## src/rtl/core/tbp_pkg.sv

```systemverilog
// ----------------------------------------------------------------------------
// Tournament branch predictor package
// Command codes, fixed field widths and the controller/datapath interface.
// ----------------------------------------------------------------------------
package tbp_pkg;

	localparam int ADDR_W   = 32;
	localparam int ADDR_LSB = 2;

	localparam logic CMD_PREDICT = 1'b0;
	localparam logic CMD_UPDATE  = 1'b1;

	// Commands from the controller to the datapath
	typedef struct packed {
		logic clr;      // write zero into every table at the sweep index
		logic rd_hist;  // item accepted: read local history, global and choice
		logic rd_ctr;   // read local counter at the fetched history
		logic eval;     // form verdicts; answer a predict or write back an update
	} tbp_cmd_t;

	// Status from the datapath to the controller
	typedef struct packed {
		logic clr_last; // sweep is at its final index
	} tbp_sts_t;

endpackage

```

## src/rtl/core/tbp_ctrl.sv

```systemverilog
// ----------------------------------------------------------------------------
// Tournament branch predictor controller
// Sequences the table clearing sweep and the three steps of each item.
// ----------------------------------------------------------------------------
module tbp_ctrl (
	input  logic              clk,
	input  logic              arst_n,
	input  logic              start,
	input  tbp_pkg::tbp_sts_t sts,
	output tbp_pkg::tbp_cmd_t cmd,
	output logic              busy
);
	import tbp_pkg::*;

	localparam logic [1:0] ST_CLEAR = 2'd0;
	localparam logic [1:0] ST_IDLE  = 2'd1;
	localparam logic [1:0] ST_HIST  = 2'd2;
	localparam logic [1:0] ST_EVAL  = 2'd3;

	logic [1:0] state_q;
	logic [1:0] state_nxt;

	always_comb begin
		state_nxt   = state_q;
		cmd         = '0;
		case (state_q)
			ST_CLEAR: begin
				cmd.clr = 1'b1;
				if (sts.clr_last) begin
					state_nxt = ST_IDLE;
				end
			end
			ST_IDLE: begin
				cmd.rd_hist = start;
				if (start) begin
					state_nxt = ST_HIST;
				end
			end
			ST_HIST: begin
				cmd.rd_ctr = 1'b1;
				state_nxt  = ST_EVAL;
			end
			ST_EVAL: begin
				cmd.eval  = 1'b1;
				state_nxt = ST_IDLE;
			end
			default: begin
				state_nxt = ST_CLEAR;
			end
		endcase
	end

	assign busy = (state_q != ST_IDLE);

	always_ff @(posedge clk or negedge arst_n) begin
		if (!arst_n) begin
			state_q <= ST_CLEAR;
		end else begin
			state_q <= state_nxt;
		end
	end

endmodule

```

## config.mk

```make
export PLATFORM = sky130hd
export DESIGN_NAME = tbp_ctrl
export DESIGN_NICKNAME = d
export VERILOG_FILES = /design/src/rtl/core/tbp_pkg.sv /design/src/rtl/core/tbp_ctrl.sv
export SDC_FILE = /design/constraint.sdc
export NUM_CORES = 1
export LEC_CHECK = 0
export BUFFER_PORTS_ARGS = -buffer_cell sky130_fd_sc_hd__buf_4
export CORE_AREA = 2 2 39 41
export DETAILED_ROUTE_END_ITERATION = 16
export DIE_AREA = 0 0 41 43
export PLACE_DENSITY_LB_ADDON = 0.25
export REMOVE_ABC_BUFFERS = 1
export SYNTH_ARGS = -nofsm -noshare
export SYNTH_HDL_FRONTEND = slang
export SYNTH_SLANG_ARGS = --single-unit
export TNS_END_PERCENT = 5
```

## constraint.sdc

```tcl
create_clock -name clk -period 1.15 [get_ports clk]
set_input_delay 0 -clock clk [delete_from_list [all_inputs] [get_ports clk]]
set_output_delay 0 -clock clk [all_outputs]
set_load 0.02 [all_outputs]
```

**Word-level counts from Yosys, hierarchy flattened**

Index checks and enable logic that the tools add are counted.

- Equal/unequal tests: 6
- Muxes and demuxes: 7
- Reduce and logical (&&, ||, !) cells: 2

Operator list:

| operator | number |
|---|---|
| $pmux 2 s4 | 1 |
| $eq 2x2->1 const B | 2 |
| $mux 1 | 4 |
| $mux 2 | 2 |
| $ne 2x2->1 const B | 2 |
| $eq 2x1->1 const B | 1 |
| $logic_not 2->1 | 1 |
| $ne 2x1->1 const B | 1 |
| $reduce_and 2->1 | 1 |

- Bits in registers: 2
- Bits of input ports: 4
- Word-level logic and storage cells: 16
- Output and inout port bits: 5

**Logic depth before layout (Yosys ltp)**

- Word-level depth: 3
- Mapped depth: 5
- Mapped depth without buffers: 5

**Worst setup path after synthesis**

Ideal clock, no wire load.

- Kind: register to register
- Start point: reg state_q[0]
- End point: reg state_q[1]
- Arrival: 1261 ps
- Stages on the path, launching flop included: 6
- Data required time: 1025 ps
- Buffers on the path: 0
- Clock period less this slack: 1386 ps
- Path slack: -236 ps
- Setup time: 125 ps
- Path through: dfrtp_1 > inv_1 > ha_1 > nor2b_4 > a21oi_2 > mux2_4

- Longest elaborated chain between the ends: 3
- Elaborated cells on any way between the ends: 8
- Classes of those cells: eq/ne: 5; mux: 1; reduce/logical: 2

RTL lines:

| element | RTL line | text |
|---|---|---|
| start: declaration | tbp_ctrl.sv:20 | `logic [1:0] state_q;` |
| start signal: assignment | tbp_ctrl.sv:59 | `state_q <= state_nxt;` |
| $eq 2x1->1 / $logic_not 2->1 (equally long branches) | tbp_ctrl.sv:26 | `case (state_q)` |
| $ne 2x2->1 (no source line) | n/a |  |
| $reduce_and 2->1 (no source line) | n/a |  |

Parallel ways exist; a longest one is shown, timed or not.
A chain may end at the register's enable or synchronous reset.

**Worst setup path after layout**

Ends and elaborated chain as after synthesis.

==> impl_metrics.tcl <==
set metrics [dict create \
    placed_cell_area_um2 277 \
    clk_latency_ps 220 \
    drv_cap 0 \
    pre_cts_ws_ps -195 \
    placementRows 14 \
    p_sw_share_pct 39.4 \
    finalWeightedCongestion 0.592 \
    fin_area_um2 370 \
    largest_register_ff_count 2 \
    synth.distinct_cells 8 \
    yosysTopAreaCell "dfrtp_1" \
    worstMarginPinSlew_ps 124 \
    fin_crit_ps 1280 \
    start_util_pct 12.0 \
    regMostFlops "state_q" \
    drive_above_1_share_pct 76.5 \
    cts_sinks 2 \
    cts.htree.levels 1 \
    die_w_um 41 \
    routedWlPerCell_um 8.78 \
    seq_power_share_pct 14.9 \
    clock_skew_ps 0.970 \
    cp-startpoint "state_q[0]$_DFFE_PN0P_" \
    grt_pass1_wl_um 696 \
    p_comb_share_pct 69.3 \
    violations "setup timing" \
    crit_arrival_ps 1380 \
    netlist_area_um2 166 \
    antenna_found_initial 0 \
    drtIter0Drc 5 \
    wirelength_um 439 \
    yosys_most_used_dff "dfrtp_1" \
    final.setup.worst_slack_ps -130 \
    async_flop_share_pct 100 \
    final_hold_viol_count 0 \
    dieArea_mm2 0.00176 \
    ys_top_cells_by_count "ha_1 (4), inv_1 (4), dfrtp_1 (2), o21ai_0 (2)" \
    critPathMaxFanout 4 \
    netlist_instances 16 \
    overflow 0 \
    clockRootBuffer "clkbuf_4" \
    antennaDiodeCount 0 \
    grt_max_degree 5 \
    setup_viol 5 \
    grt_pass1_vias 172 \
    period_share_pct 111 \
    drc 0 \
    cts_tree "yes" \
    vias 171 \
    path_class "reg -> reg" \
    synth_edf_count 0 \
    syn_area_per_cell_um2 10.4 \
    firstDrtPassIters 4 \
    end_kind "flip-flop" \
    area_delta_synth_final_pct 123 \
    yosysSeqAreaShare_pct 30.1 \
    final_cells 50 \
    status "finished, violations left" \
    core_area_mm2 0.00138 \
    r2r-start "state_q[0]$_DFFE_PN0P_" \
    hold_path.class "in -> async" \
    yosys_warnings 0 \
    clock_power_share_pct 15.8 \
    relSlewSlack_pct 91.6 \
    max_freq_mhz 781 \
    port_buffers 8 \
    grt_setup_unrepaired "yes" \
    required_ps 1250 \
    synth-seq-cells 2 \
    p_per_area_mw_per_mm2 2640 \
    internal_power_w 0.000591 \
    switchingPower_w 0.000385 \
    cts_buffers 3 \
    detail-route-antenna-nets 0 \
    viasPerCell 3.42 \
    slew_viol_final 0 \
    grtUsageTotal_pct 6.72 \
    clk_path_buf_depth 2 \
    dp.cells 44 \
    yosysTopAreaCellShare_pct 30.1 \
    critPathLaunchType "flip-flop" \
    die_y_um 43 \
    ir_worst_vdd_v 0.000899 \
    nets 44 \
    io_pins 9 \
    power.leakage_nw 0.180 \
    clkSlewWorstSetupHoldPaths_ps 30 \
    ys_top_cells_by_area "dfrtp_1 (30%), ha_1 (30%), inv_1 (9.0%)" \
    reg_top3 "state_q: 2 flops" \
]
-- layer usage --
metal | track usage, % | part of all wire (%)
met3 | 3.14 | 13
met2 | 8.13 | 44
met1 | 6.41 | 37
met4 | 10.0 | 6.4
met5 | 0 | 0
-- cells by family (layout without fill, tap and decap cells) --
family | Yosys count | in the layout | synth area share, %
fa+ha+maj | 4 | 4 | 30.1
mux | 1 | 1 | 9.02
compound gates | 3 | 3 | 11.3
flops | 2 | 2 | 30.1
simple gates | 2 | 2 | 10.5
buf+inv | 4 | 22 | 9.02
-- cell usage in the layout, fill, tap and decap left out --
cell / n
ha_1: 1
inv_1: 2
dfrtp_1: 1
clkbuf_4: 3
buf_6: 2
o21ai_0: 1
dlygate4sd3_1: 1
nor2b_4: 1
nor2_1: 1
dfrtp_2: 1
buf_4: 12
inv_2: 2
o21ai_1: 1
a21oi_2: 1
ha_4: 3
mux2_4: 1
-- worst max-delay path, cell delays in order (launching register included) --
cell and delay (ps):
dfrtp_2 400, inv_2 70, ha_4 150, nor2b_4 120, a21oi_2 110, mux2_4 300
-- metrics by stage --
step                utilization (%)  power [W]  TNS [ps]  hold WS, ps
CTS                            24.4   0.000907      -363         94.0
detailed placement             20.0   0.000674      -202         -215
global route                   26.8    0.00106      -635         99.9
global placement               20.0   0.000667      -183         -218
floorplan                         -   0.000443      -263         -296
finish                         26.8   0.000976      -349         96.3
-- area by class of cell --
class	instances	area, µm²
inverters	4	15.0
clock buffers	3	22.5
repair buffers	15	123
flip-flops and latches	2	51.3
multi-input cells	10	139
fillers	152	1010
well taps	16	20.0
-- power by group through the flow --
stage	Combinational (W)	Clock (W)	Sequential [W]
2_1_floorplan	0.000311	0	0.000132
3_3_place_gp	0.000536	0	0.000131
3_5_place_dp	0.000542	0	0.000132
4_1_cts	0.000606	0.000164	0.000137
5_1_grt	0.000736	0.000172	0.000153
6_report	0.000676	0.000155	0.000146
-- worst paths after layout --
kind                                          end  depth (start not counted)  slack [ps]
setup / recovery           state_q[1]$_DFFE_PN0P_                          5        -130
hold / removal             state_q[0]$_DFFE_PN0P_                          2         100
setup reg to reg           state_q[1]$_DFFE_PN0P_                          5        -130
hold reg to reg            state_q[0]$_DFFE_PN0P_                          2         610
max in group asynchronous  state_q[0]$_DFFE_PN0P_                          2         960
min in group clk           state_q[0]$_DFFE_PN0P_                          4         170
-- what timing repair did --
action,4_1_cts,5_1_grt
setup buffers,1,1
pin swaps,2,1
resized for setup,8,4
hold endpoints to repair,2,0
endpoints found under the setup margin,6,6
hold buffers,1,0
No activity file was read; power rests on OpenSTA's default activity.
